[config.mk]
export PLATFORM = sky130hd
export DESIGN_NAME = maintenance_op_selector
export DESIGN_NICKNAME = d
export VERILOG_FILES = /design/src/rtl/core/msel_pkg.sv /design/src/rtl/core/maintenance_op_selector.sv /design/src/rtl/core/msel_mac.sv /design/src/rtl/core/msel_score.sv
export SDC_FILE = /design/constraint.sdc
export NUM_CORES = 2
export LEC_CHECK = 0
export ABC_AREA = 1
export BUFFER_PORTS_ARGS = -buffer_cell sky130_fd_sc_hd__buf_4
export CAP_MARGIN = 20
export CORE_UTILIZATION = 65
export CTS_CLUSTER_SIZE = 24
export DETAILED_ROUTE_END_ITERATION = 6
export GPL_TIMING_DRIVEN = 0
export MAX_ROUTING_LAYER = met4
export PLACE_DENSITY = 0.83
export SLEW_MARGIN = 10
export SYNTH_ARGS = -nofsm -noshare
export SYNTH_HDL_FRONTEND = slang
export SYNTH_HIERARCHICAL = 1
export SYNTH_SLANG_ARGS = --single-unit
[constraint.sdc]
create_clock -name clk_i -period 23.6 [get_ports clk_i]
set_input_delay 2.36 -clock clk_i [delete_from_list [all_inputs] [get_ports clk_i]]
set_output_delay 2.36 -clock clk_i [all_outputs]
set_load 0.01 [all_outputs]
[src/rtl/core/msel_pkg.sv]
// Package for the maintenance op selector: shared types, state encodings,
// reason codes and fixed-point constants. No dependencies.
`timescale 1ns / 1ps

package msel_pkg;

  localparam int unsigned BYTES_W   = 48;
  localparam int unsigned ID_W      = 8;
  localparam int unsigned MIB_SHIFT = 20;  // 1024 * 1024
  localparam int unsigned LIMB_W    = 24;  // operand width of the shared multiplier
  localparam int unsigned ACC_W     = 82;  // holds 33b magnitude times 48b power plus bias

  localparam logic [BYTES_W-1:0] MAX48   = 48'hFFFF_FFFF_FFFF;
  localparam logic [BYTES_W-1:0] SMAX48  = 48'h7FFF_FFFF_FFFF;
  localparam logic [BYTES_W-1:0] SMIN48  = 48'h8000_0000_0000;
  localparam logic [BYTES_W-1:0] ONE_Q16 = 48'd65536;
  localparam logic [ACC_W-1:0]   ROUND_BIAS = 82'd32768;

  localparam logic FUNC_CAND   = 1'b0;
  localparam logic FUNC_DECIDE = 1'b1;

  typedef enum logic [2:0] {
    WHY_NONE   = 3'd0,
    WHY_LOWIO  = 3'd1,
    WHY_MEM    = 3'd2,
    WHY_REPLAY = 3'd3,
    WHY_GC     = 3'd4,
    WHY_PERF   = 3'd5
  } why_e;

  typedef enum logic [2:0] {
    CFG_REPLAY   = 3'd0,
    CFG_GC_MIN   = 3'd1,
    CFG_GC_PROB  = 3'd2,
    CFG_MULT     = 3'd3,
    CFG_INV_MULT = 3'd4,
    CFG_SPAN     = 3'd5
  } cfg_idx_e;

  typedef enum logic {
    ST_IDLE,
    ST_SCORE
  } top_state_e;

  typedef enum logic [3:0] {
    SC_IDLE,
    SC_POW_LO,
    SC_POW_HI,
    SC_POW_RND,
    SC_MUL_LL,
    SC_MUL_LH,
    SC_MUL_HL,
    SC_MUL_HH,
    SC_FIN,
    SC_DONE
  } sc_state_e;

  typedef enum logic [1:0] {
    SH_0,
    SH_24,
    SH_48
  } mac_sh_e;

  typedef struct packed {
    logic                en;
    logic                clear;
    mac_sh_e             sh;
    logic [LIMB_W-1:0]   a;
    logic [LIMB_W-1:0]   b;
  } mac_ctl_t;

  typedef struct packed {
    logic               start;
    logic               gain_zero;
    logic signed [32:0] sum;
    logic signed [7:0]  prio;
  } score_req_t;

  typedef struct packed {
    logic                done;
    logic [BYTES_W-1:0]  score;
  } score_rsp_t;

endpackage

[src/rtl/core/maintenance_op_selector.sv]
// Maintenance op selector: running bests and decide cascade.
// Instantiates msel_score (which holds the shared msel_mac); depends on msel_pkg.
//
// Usage:
//  - Input channel (in_valid_i/in_ready_o) carries candidates (func 0) and
//    decide commands (func 1). Output channel (out_valid_o/out_ready_i) gives
//    one found/chosen_id/why transaction per decide, none per candidate.
//  - Candidate: log, RAM and data bests update on acceptance of an eligible
//    candidate; ineligible candidates are ignored. The perf score runs on the
//    shared 24x24 multiply-accumulate unit: two partial products and a round
//    per priority level, then 4 partial products, a finish and a done state.
//    When the gain or the clamped priority is zero, the score goes straight
//    to the done state.
//  - Decide: evaluated in the accept cycle, result registered, visible the
//    next cycle; bests cleared at the same edge.
//  - in_ready_o is low while a score is running and while a result waits
//    and out_ready_i is low, so a stalled receiver holds off all input.
//  - Reset clears all bests and loads the register defaults; no clearing pass.
//  - cfg_we_i writes register cfg_idx_i at once; unknown indexes are ignored.
`timescale 1ns / 1ps

module maintenance_op_selector (
  input  logic               clk_i,
  input  logic               rst_ni,
  // configuration
  input  logic               cfg_we_i,
  input  logic [2:0]         cfg_idx_i,
  input  logic [27:0]        cfg_wdata_i,
  // input channel
  input  logic               in_valid_i,
  output logic               in_ready_o,
  input  logic               func_i,
  input  logic [7:0]         op_id_i,
  input  logic               eligible_i,
  input  logic               low_io_i,
  input  logic [47:0]        log_bytes_i,
  input  logic [47:0]        ram_bytes_i,
  input  logic [47:0]        data_bytes_i,
  input  logic signed [31:0] perf_gain_i,
  input  logic signed [31:0] workload_i,
  input  logic signed [7:0]  priority_req_i,
  input  logic               mem_pressure_i,
  input  logic [15:0]        random_frac_i,
  // output channel
  output logic               out_valid_o,
  input  logic               out_ready_i,
  output logic               found_o,
  output logic [7:0]         chosen_id_o,
  output logic [2:0]         why_o
);
  import msel_pkg::*;

  // configuration registers
  logic [27:0] replay_q, gc_min_q;
  logic [16:0] gc_prob_q;
  logic [23:0] mult_q, inv_mult_q;
  logic [3:0]  span_q;

  // running bests
  logic [BYTES_W-1:0] lowio_bytes_q, logs_bytes_q, logs_ram_q, data_bytes_q, perf_best_q;
  logic [ID_W-1:0]    lowio_id_q, logs_id_q, data_id_q, perf_id_q, cur_id_q;
  logic               perf_seen_q;

  top_state_e state_d, state_q;

  logic out_valid_q, found_q;
  logic [ID_W-1:0] chosen_q;
  why_e why_q, why_d;
  logic [ID_W-1:0] pick_d;

  logic in_acc, cand_acc, dec_acc;
  logic logs_ok, perf_pos, replay_hit, gc_hit, perf_better;

  score_req_t score_req;
  score_rsp_t score_rsp;

  assign in_ready_o = (state_q == ST_IDLE) && (!out_valid_q || out_ready_i);
  assign in_acc     = in_valid_i && in_ready_o;
  assign cand_acc   = in_acc && (func_i == FUNC_CAND) && eligible_i;
  assign dec_acc    = in_acc && (func_i == FUNC_DECIDE);

  assign score_req.start     = cand_acc;
  assign score_req.gain_zero = (perf_gain_i == 32'sd0);
  assign score_req.sum       = 33'(perf_gain_i) + 33'(workload_i);
  assign score_req.prio      = priority_req_i;

  msel_score u_score (
    .clk_i      (clk_i),
    .rst_ni     (rst_ni),
    .req_i      (score_req),
    .mult_i     (mult_q),
    .inv_mult_i (inv_mult_q),
    .span_i     (span_q),
    .rsp_o      (score_rsp)
  );

  // next state
  always_comb begin
    state_d = state_q;
    unique case (state_q)
      ST_IDLE:  if (cand_acc) state_d = ST_SCORE;
      ST_SCORE: if (score_rsp.done) state_d = ST_IDLE;
      default:  state_d = ST_IDLE;
    endcase
  end

  // decide cascade
  always_comb begin
    logs_ok    = (|logs_bytes_q) || (|logs_ram_q);
    perf_pos   = perf_seen_q && !perf_best_q[BYTES_W-1] && (|perf_best_q);
    replay_hit = logs_bytes_q[BYTES_W-1:MIB_SHIFT] >= replay_q;
    gc_hit     = (|data_bytes_q) && (data_bytes_q > {gc_min_q, 20'b0}) &&
                 (!perf_pos || ({1'b0, random_frac_i} <= gc_prob_q));
    why_d  = WHY_NONE;
    pick_d = '0;
    if (|lowio_bytes_q) begin
      why_d = WHY_LOWIO;  pick_d = lowio_id_q;
    end else if (mem_pressure_i && logs_ok) begin
      why_d = WHY_MEM;    pick_d = logs_id_q;
    end else if (logs_ok && replay_hit) begin
      why_d = WHY_REPLAY; pick_d = logs_id_q;
    end else if (gc_hit) begin
      why_d = WHY_GC;     pick_d = data_id_q;
    end else if (perf_pos) begin
      why_d = WHY_PERF;   pick_d = perf_id_q;
    end
  end

  assign perf_better = !perf_seen_q || ($signed(score_rsp.score) > $signed(perf_best_q));

  always_ff @(posedge clk_i or negedge rst_ni) begin
    if (!rst_ni) begin
      state_q     <= ST_IDLE;
      out_valid_q <= 1'b0;
    end else begin
      state_q <= state_d;
      if (dec_acc) begin
        out_valid_q <= 1'b1;
      end else if (out_ready_i) begin
        out_valid_q <= 1'b0;
      end
    end
  end

  always_ff @(posedge clk_i) begin
    if (dec_acc) begin
      found_q  <= (why_d != WHY_NONE);
      chosen_q <= pick_d;
      why_q    <= why_d;
    end
    if (cand_acc) begin
      cur_id_q <= op_id_i;
    end
  end

  always_ff @(posedge clk_i or negedge rst_ni) begin
    if (!rst_ni) begin
      replay_q   <= 28'd1024;
      gc_min_q   <= 28'd0;
      gc_prob_q  <= 17'd32768;
      mult_q     <= 24'd72090;
      inv_mult_q <= 24'd59578;
      span_q     <= 4'd5;
    end else if (cfg_we_i) begin
      unique case (cfg_idx_e'(cfg_idx_i))
        CFG_REPLAY:   replay_q   <= cfg_wdata_i;
        CFG_GC_MIN:   gc_min_q   <= cfg_wdata_i;
        CFG_GC_PROB:  gc_prob_q  <= cfg_wdata_i[16:0];
        CFG_MULT:     mult_q     <= cfg_wdata_i[23:0];
        CFG_INV_MULT: inv_mult_q <= cfg_wdata_i[23:0];
        CFG_SPAN:     span_q     <= cfg_wdata_i[3:0];
        default: ;
      endcase
    end
  end

  always_ff @(posedge clk_i or negedge rst_ni) begin
    if (!rst_ni) begin
      lowio_bytes_q <= '0; lowio_id_q <= '0;
      logs_bytes_q  <= '0; logs_ram_q <= '0; logs_id_q <= '0;
      data_bytes_q  <= '0; data_id_q  <= '0;
      perf_best_q   <= '0; perf_id_q  <= '0; perf_seen_q <= 1'b0;
    end else if (dec_acc) begin
      lowio_bytes_q <= '0; lowio_id_q <= '0;
      logs_bytes_q  <= '0; logs_ram_q <= '0; logs_id_q <= '0;
      data_bytes_q  <= '0; data_id_q  <= '0;
      perf_best_q   <= '0; perf_id_q  <= '0; perf_seen_q <= 1'b0;
    end else begin
      if (cand_acc) begin
        if (low_io_i && (log_bytes_i > lowio_bytes_q)) begin
          lowio_bytes_q <= log_bytes_i;
          lowio_id_q    <= op_id_i;
        end
        if ((log_bytes_i > logs_bytes_q) ||
            ((log_bytes_i == logs_bytes_q) && (ram_bytes_i > logs_ram_q))) begin
          logs_bytes_q <= log_bytes_i;
          logs_ram_q   <= ram_bytes_i;
          logs_id_q    <= op_id_i;
        end
        if (data_bytes_i > data_bytes_q) begin
          data_bytes_q <= data_bytes_i;
          data_id_q    <= op_id_i;
        end
      end
      if ((state_q == ST_SCORE) && score_rsp.done && perf_better) begin
        perf_best_q  <= score_rsp.score;
        perf_id_q    <= cur_id_q;
        perf_seen_q  <= 1'b1;
      end
    end
  end

  assign out_valid_o = out_valid_q;
  assign found_o     = found_q;
  assign chosen_id_o = chosen_q;
  assign why_o       = why_q;

`ifndef SYNTH
  a_found_matches_why: assert property (@(posedge clk_i) disable iff (!rst_ni)
    out_valid_o |-> (found_o == (why_o != WHY_NONE)))
    else $error("found does not match reason code");

  a_none_has_zero_id: assert property (@(posedge clk_i) disable iff (!rst_ni)
    (out_valid_o && !found_o) |-> (chosen_id_o == '0))
    else $error("nonzero id with no choice");

  a_done_only_when_waiting: assert property (@(posedge clk_i) disable iff (!rst_ni)
    score_rsp.done |-> (state_q == ST_SCORE))
    else $error("score completed with no candidate pending");

  a_decide_clears: assert property (@(posedge clk_i) disable iff (!rst_ni)
    dec_acc |=> ((lowio_bytes_q == '0) && (logs_bytes_q == '0) && !perf_seen_q))
    else $error("bests not cleared after decide");
`endif

endmodule

[src/rtl/core/msel_mac.sv]
// Shared 24x24 multiply-accumulate unit with limb shift and rounding-bias clear.
// Depends on msel_pkg.
`timescale 1ns / 1ps

module msel_mac (
  input  logic                           clk_i,
  input  msel_pkg::mac_ctl_t             ctl_i,
  output logic [msel_pkg::ACC_W-1:0]     acc_o
);
  import msel_pkg::*;

  logic [2*LIMB_W-1:0] prod;
  logic [ACC_W-1:0]    prod_sh;
  logic [ACC_W-1:0]    acc_d, acc_q;

  assign prod = ctl_i.a * ctl_i.b;

  always_comb begin
    case (ctl_i.sh)
      SH_0:    prod_sh = {34'b0, prod};
      SH_24:   prod_sh = {10'b0, prod, 24'b0};
      SH_48:   prod_sh = {prod[33:0], 48'b0};
      default: prod_sh = '0;
    endcase
    acc_d = (ctl_i.clear ? ROUND_BIAS : acc_q) + prod_sh;
  end

  always_ff @(posedge clk_i) begin
    if (ctl_i.en) begin
      acc_q <= acc_d;
    end
  end

  assign acc_o = acc_q;

endmodule

[src/rtl/core/msel_score.sv]
// Score sequencer: raises the priority multiplier to |p| and scales the
// gain sum, all through one shared msel_mac. Depends on msel_pkg, msel_mac.
`timescale 1ns / 1ps

module msel_score (
  input  logic                  clk_i,
  input  logic                  rst_ni,
  input  msel_pkg::score_req_t  req_i,
  input  logic [23:0]           mult_i,
  input  logic [23:0]           inv_mult_i,
  input  logic [3:0]            span_i,
  output msel_pkg::score_rsp_t  rsp_o
);
  import msel_pkg::*;

  sc_state_e           state_d, state_q;
  logic [BYTES_W-1:0]  m_d, m_q;
  logic [3:0]          n_d, n_q;
  logic [LIMB_W-1:0]   k_d, k_q;
  logic [32:0]         mag_d, mag_q;
  logic                neg_d, neg_q;
  logic [BYTES_W-1:0]  score_d, score_q;

  mac_ctl_t            mac_ctl;
  logic [ACC_W-1:0]    acc;
  logic [ACC_W-17:0]   rounded;

  logic signed [7:0]   span_s;
  logic signed [7:0]   prio_c;
  logic [7:0]          prio_abs;

  msel_mac u_mac (
    .clk_i (clk_i),
    .ctl_i (mac_ctl),
    .acc_o (acc)
  );

  assign rounded = acc[ACC_W-1:16];

  always_comb begin
    span_s = signed'({4'b0, span_i});
    if (req_i.prio > span_s) begin
      prio_c = span_s;
    end else if (req_i.prio < -span_s) begin
      prio_c = -span_s;
    end else begin
      prio_c = req_i.prio;
    end
    prio_abs = prio_c[7] ? 8'(-prio_c) : 8'(prio_c);
  end

  // next state
  always_comb begin
    state_d = state_q;
    unique case (state_q)
      SC_IDLE: begin
        if (req_i.start) begin
          state_d = (req_i.gain_zero || prio_c == 8'sd0) ? SC_DONE : SC_POW_LO;
        end
      end
      SC_POW_LO:  state_d = SC_POW_HI;
      SC_POW_HI:  state_d = SC_POW_RND;
      SC_POW_RND: state_d = (n_q == 4'd1) ? SC_MUL_LL : SC_POW_LO;
      SC_MUL_LL:  state_d = SC_MUL_LH;
      SC_MUL_LH:  state_d = SC_MUL_HL;
      SC_MUL_HL:  state_d = SC_MUL_HH;
      SC_MUL_HH:  state_d = SC_FIN;
      SC_FIN:     state_d = SC_DONE;
      SC_DONE:    state_d = SC_IDLE;
      default:    state_d = SC_IDLE;
    endcase
  end

  // datapath controls
  always_comb begin
    m_d     = m_q;
    n_d     = n_q;
    k_d     = k_q;
    mag_d   = mag_q;
    neg_d   = neg_q;
    score_d = score_q;
    mac_ctl = '{en: 1'b0, clear: 1'b0, sh: SH_0, a: '0, b: '0};
    unique case (state_q)
      SC_IDLE: begin
        if (req_i.start) begin
          neg_d = req_i.sum[32];
          mag_d = req_i.sum[32] ? (~req_i.sum + 33'd1) : req_i.sum;
          m_d   = ONE_Q16;
          n_d   = prio_abs[3:0];
          k_d   = prio_c[7] ? inv_mult_i : mult_i;
          if (req_i.gain_zero) begin
            score_d = '0;
          end else begin
            score_d = {{(BYTES_W-33){req_i.sum[32]}}, req_i.sum};
          end
        end
      end
      SC_POW_LO: mac_ctl = '{en: 1'b1, clear: 1'b1, sh: SH_0,  a: m_q[23:0],  b: k_q};
      SC_POW_HI: mac_ctl = '{en: 1'b1, clear: 1'b0, sh: SH_24, a: m_q[47:24], b: k_q};
      SC_POW_RND: begin
        m_d = (|rounded[ACC_W-17:BYTES_W]) ? MAX48 : rounded[BYTES_W-1:0];
        n_d = n_q - 4'd1;
      end
      SC_MUL_LL: mac_ctl = '{en: 1'b1, clear: 1'b1, sh: SH_0, a: mag_q[23:0], b: m_q[23:0]};
      SC_MUL_LH: mac_ctl = '{en: 1'b1, clear: 1'b0, sh: SH_24, a: mag_q[23:0], b: m_q[47:24]};
      SC_MUL_HL: begin
        mac_ctl = '{en: 1'b1, clear: 1'b0, sh: SH_24, a: {15'b0, mag_q[32:24]}, b: m_q[23:0]};
      end
      SC_MUL_HH: begin
        mac_ctl = '{en: 1'b1, clear: 1'b0, sh: SH_48, a: {15'b0, mag_q[32:24]}, b: m_q[47:24]};
      end
      SC_FIN: begin
        // |res| >= 2^47 saturates in either direction
        if (neg_q) begin
          score_d = (|rounded[ACC_W-17:BYTES_W-1]) ? SMIN48 : (~rounded[BYTES_W-1:0] + 48'd1);
        end else begin
          score_d = (|rounded[ACC_W-17:BYTES_W-1]) ? SMAX48 : rounded[BYTES_W-1:0];
        end
      end
      SC_DONE: ;
      default: ;
    endcase
  end

  always_ff @(posedge clk_i or negedge rst_ni) begin
    if (!rst_ni) begin
      state_q <= SC_IDLE;
    end else begin
      state_q <= state_d;
    end
  end

  always_ff @(posedge clk_i) begin
    m_q     <= m_d;
    n_q     <= n_d;
    k_q     <= k_d;
    mag_q   <= mag_d;
    neg_q   <= neg_d;
    score_q <= score_d;
  end

  assign rsp_o.done  = (state_q == SC_DONE);
  assign rsp_o.score = score_q;

endmodule

==> flow_summary_export.csv <==
group,metric,value,unit
timing,fmax,0.0762,GHz
clock_network,cts_buffers,76,
setup_path,crit_buf_inv,9,
yosys,ys.flop_type,"dfrtp_1",
finish,regArea,17900,sq um
global_route,grt_overflow,0,
drt,first_pass_iters,7,
floorplanning,die_h,329,microns
setup_path,end_kind,"register",
min_path,hp-start,"cur_id_q[4]",
flow_run,max_cap_viol_count,0,
setup_path,worstRegToRegCells,42,
yosys,synthTopCellsByArea,"fa_1, dfrtp_1, nand2_1",
timing,rsz0062_at_grt,"false",
yosys,synth.distinct_cells,68,
drt,num_vias,71300,
run_status,status,"complete, but fails checks",
clock_network,clkSinkCount,664,
clock_network,post-cts-setup-buffers,0,
timing,hold_viol_final,0,
yosys,synth_top_cell_area_share,13.9,%
finish,drive_gt1_share,6.99,%
yosys,yosys.area_share.simple,26.2,%
timing,fin_crit_sh,55.6,%
clock_network,cts-resized-gates,0,
timing,tns,0,ns
yosys,synth_xor_area_share,2.03,%
finish,final_cell_mix,"nand2_1, inv_1, nor2_1, ha_1, nand3_1",
min_path,holdPathEnd,"perf_id_q[4]",
finish,multi_input_area,42900,sq um
setup_path,path_class,"register to register",
global_route,grt_pass1_wl,411000,microns
floorplanning,die_area,108000,sq um
finish,final_util,72.6,%
drt,route.detailed.drc,70,
setup_path,required,24.03,ns
drt,viasPerCell,6.30,
clock_network,cts-root-buf,"clkbuf_16",
floorplanning,rows,119,
timing,final-max-slew-violation-count,0,
floorplanning,coreArea,106000,sq um
yosys,synth-seq-area-share,25.8,%
drt,wl_per_cell,24.4,microns
timing,worst_slew_pin_slew,1.39,ns
clock_network,cts_tree,"built",
yosys,synthMuxAreaShare,0,%
global_route,grt_max_degree,104,
placement,gp_congestion,1.19,
finish,finalInstanceArea,76700,sq um
yosys,ys_seq_elements,664,
global_route,antenna_found_initial,23,
yosys,synth_top_cell_by_area,"fa_1",
global_route,grt_pass1_vias,69800,
setup_path,r2r_start,"u_score/state_q[1]",
setup_path,crit_fanout,10,
placement,hpwl,214000,microns
timing,setup_viol_count_final,0,
yosys,netlist_instances,9435,
setup_path,worstSetupStartpointType,"register",
yosys,synth_top_family_by_area,"simple AND/OR/NAND/NOR gates",
yosys,yosys_warnings,6,
setup_path,worst_ep_arrival_time,13.56,ns
yosys,async_reset_ff_share,60.8,%
timing,skew,0.0379,ns
clock_network,ctsHoldBuffers,0,
setup_path,slowest_delay,0.89,ns
floorplanning,die_w,329,microns
yosys,synth_area,69600,sq um
placement,io_buffers,293,
timing,slew_headroom,7.17,%
run_status,violations,"DRC",
placement,placed_area,73900,sq um
finish,final_common_cell,"nand2_1",
floorplanning,io_pins,294,
min_path,hp-class,"register to register",
clock_network,cts_buffer_depth,3,
clock_network,clock_latency,0.71,ns
floorplanning,initial_core_util,65.8,%
setup_path,crit_path_frequent_cell,"nand2_1",
setup_path,reg2reg_to,"u_score/u_mac/acc_o[73]",
finish,area_growth,10.3,%
setup_path,critPathSlowestCell,"xnor2_1",
drt,routed_wirelength,276000,microns
clock_network,cts_max_level,3,
global_route,grt.total_usage,52.5,%
yosys,synth-edff-count,260,
finish,nets,11200,
yosys,synth-compound-area-share,8.25,%
drt,drtIter0Drc,9990,
setup_path,crit_family,"adder cells",
timing,layout_min_cycle_time,13.13,ns
yosys,avgSynthCellArea,7.37,sq um
clock_network,clkTransAtPathRegs,0.06,ns
drt,final_antenna_net_count,0,
finish,nFillCells,7998,
min_path,min_delay_path_depth,2,
yosys,yosys.area_share.adder,25.0,%
yosys,syn-num-nets,10800,
setup_path,r2r_setup_slack,10.47,ns
## routing by layer
layer  vias up  wire length (microns)  global-route usage [%]
li1      30700                      -                       -
met1     33000                  93000                    59.0
met2      5739                 117000                    75.7
met3      1844                  39100                    19.5
met4         0                  27100                    40.2
met5         -                      0                       -
## cell families after synthesis
group	count (synthesis)
xor gates and xnor gates	161
adders and majority gates	1101
AOI/OAI and AO/OA	1028
buffers and inverters	2274
and+or+nand+nor	4207
DFF	664
## registers in the layout (all words and copies together), names as in the netlist, 48 cells and up
name	count
u_score/score_q	48
u_score/m_q	48
logs_bytes_q	48
logs_ram_q	48
lowio_bytes_q	48
data_bytes_q	48
perf_best_q	48
u_score/u_mac/acc_o	82
## cell type report
| class | instances | share of cell area (%) |
|---|---|---|
| Buffer | 342 | 2.05 |
| Tap cell | 1391 | 2.27 |
| Inverter | 1932 | 9.45 |
| Clock inverter | 38 | 0.711 |
| Antenna cell | 29 | 0.0946 |
| Clock buffer | 103 | 2.80 |
| Timing Repair Buffer | 316 | 3.36 |
| Sequential cell | 664 | 23.4 |
| Multi-Input combinational cell | 6497 | 55.9 |
## synthesized netlist by cell type, drive strengths merged (15+ instances only)
cell,n
dfrtp,383
edfxtp,260
nand3,634
o21bai,34
o22ai,18
xor2,105
a21o,15
a31oi,35
o21ai,443
xnor2,56
ha,617
a21oi,370
o31ai,17
nor2,705
nor4,64
buf,97
fa,484
nor3,85
clkbuf,245
dfstp,21
nand4,298
o221ai,48
nand2,2378
inv,1928
## how the worst max path moves through the flow
stage,startpoint,end,slack [ns],cells past startpoint
3_5_place_dp,u_score/state_q[1],u_score/u_mac/acc_o[38],11.44,38
5_1_grt,u_score/state_q[1],u_score/u_mac/acc_o[81],10.49,42
3_3_place_gp,u_score/state_q[1],u_score/u_mac/acc_o[38],11.52,38
4_1_cts,u_score/state_q[1],u_score/u_mac/acc_o[38],11.35,38
6_report,u_score/state_q[1],u_score/u_mac/acc_o[73],10.47,42
2_1_floorplan,u_score/state_q[1],u_score/u_mac/acc_o[81],14.95,50
## stage by stage
step,worst slack (ns),std cells,hold slack [ns]
2_1_floorplan,14.95,9435,0.453
3_3_place_gp,11.52,11100,0.455
3_5_place_dp,11.44,11100,0.474
4_1_cts,11.35,11300,0.479
5_1_grt,10.49,11300,0.497
6_report,10.47,11300,0.472
## worst min-delay path, cell delays in order, from the launching register on
cell and delay (ns):
edfxtp_1 0.32, nand3_1 0.07, nand2_1 0.06
Power is left out: the tool's default activity adds up to more than one toggle a clock period on the data nets, which glitch-free logic cannot reach.
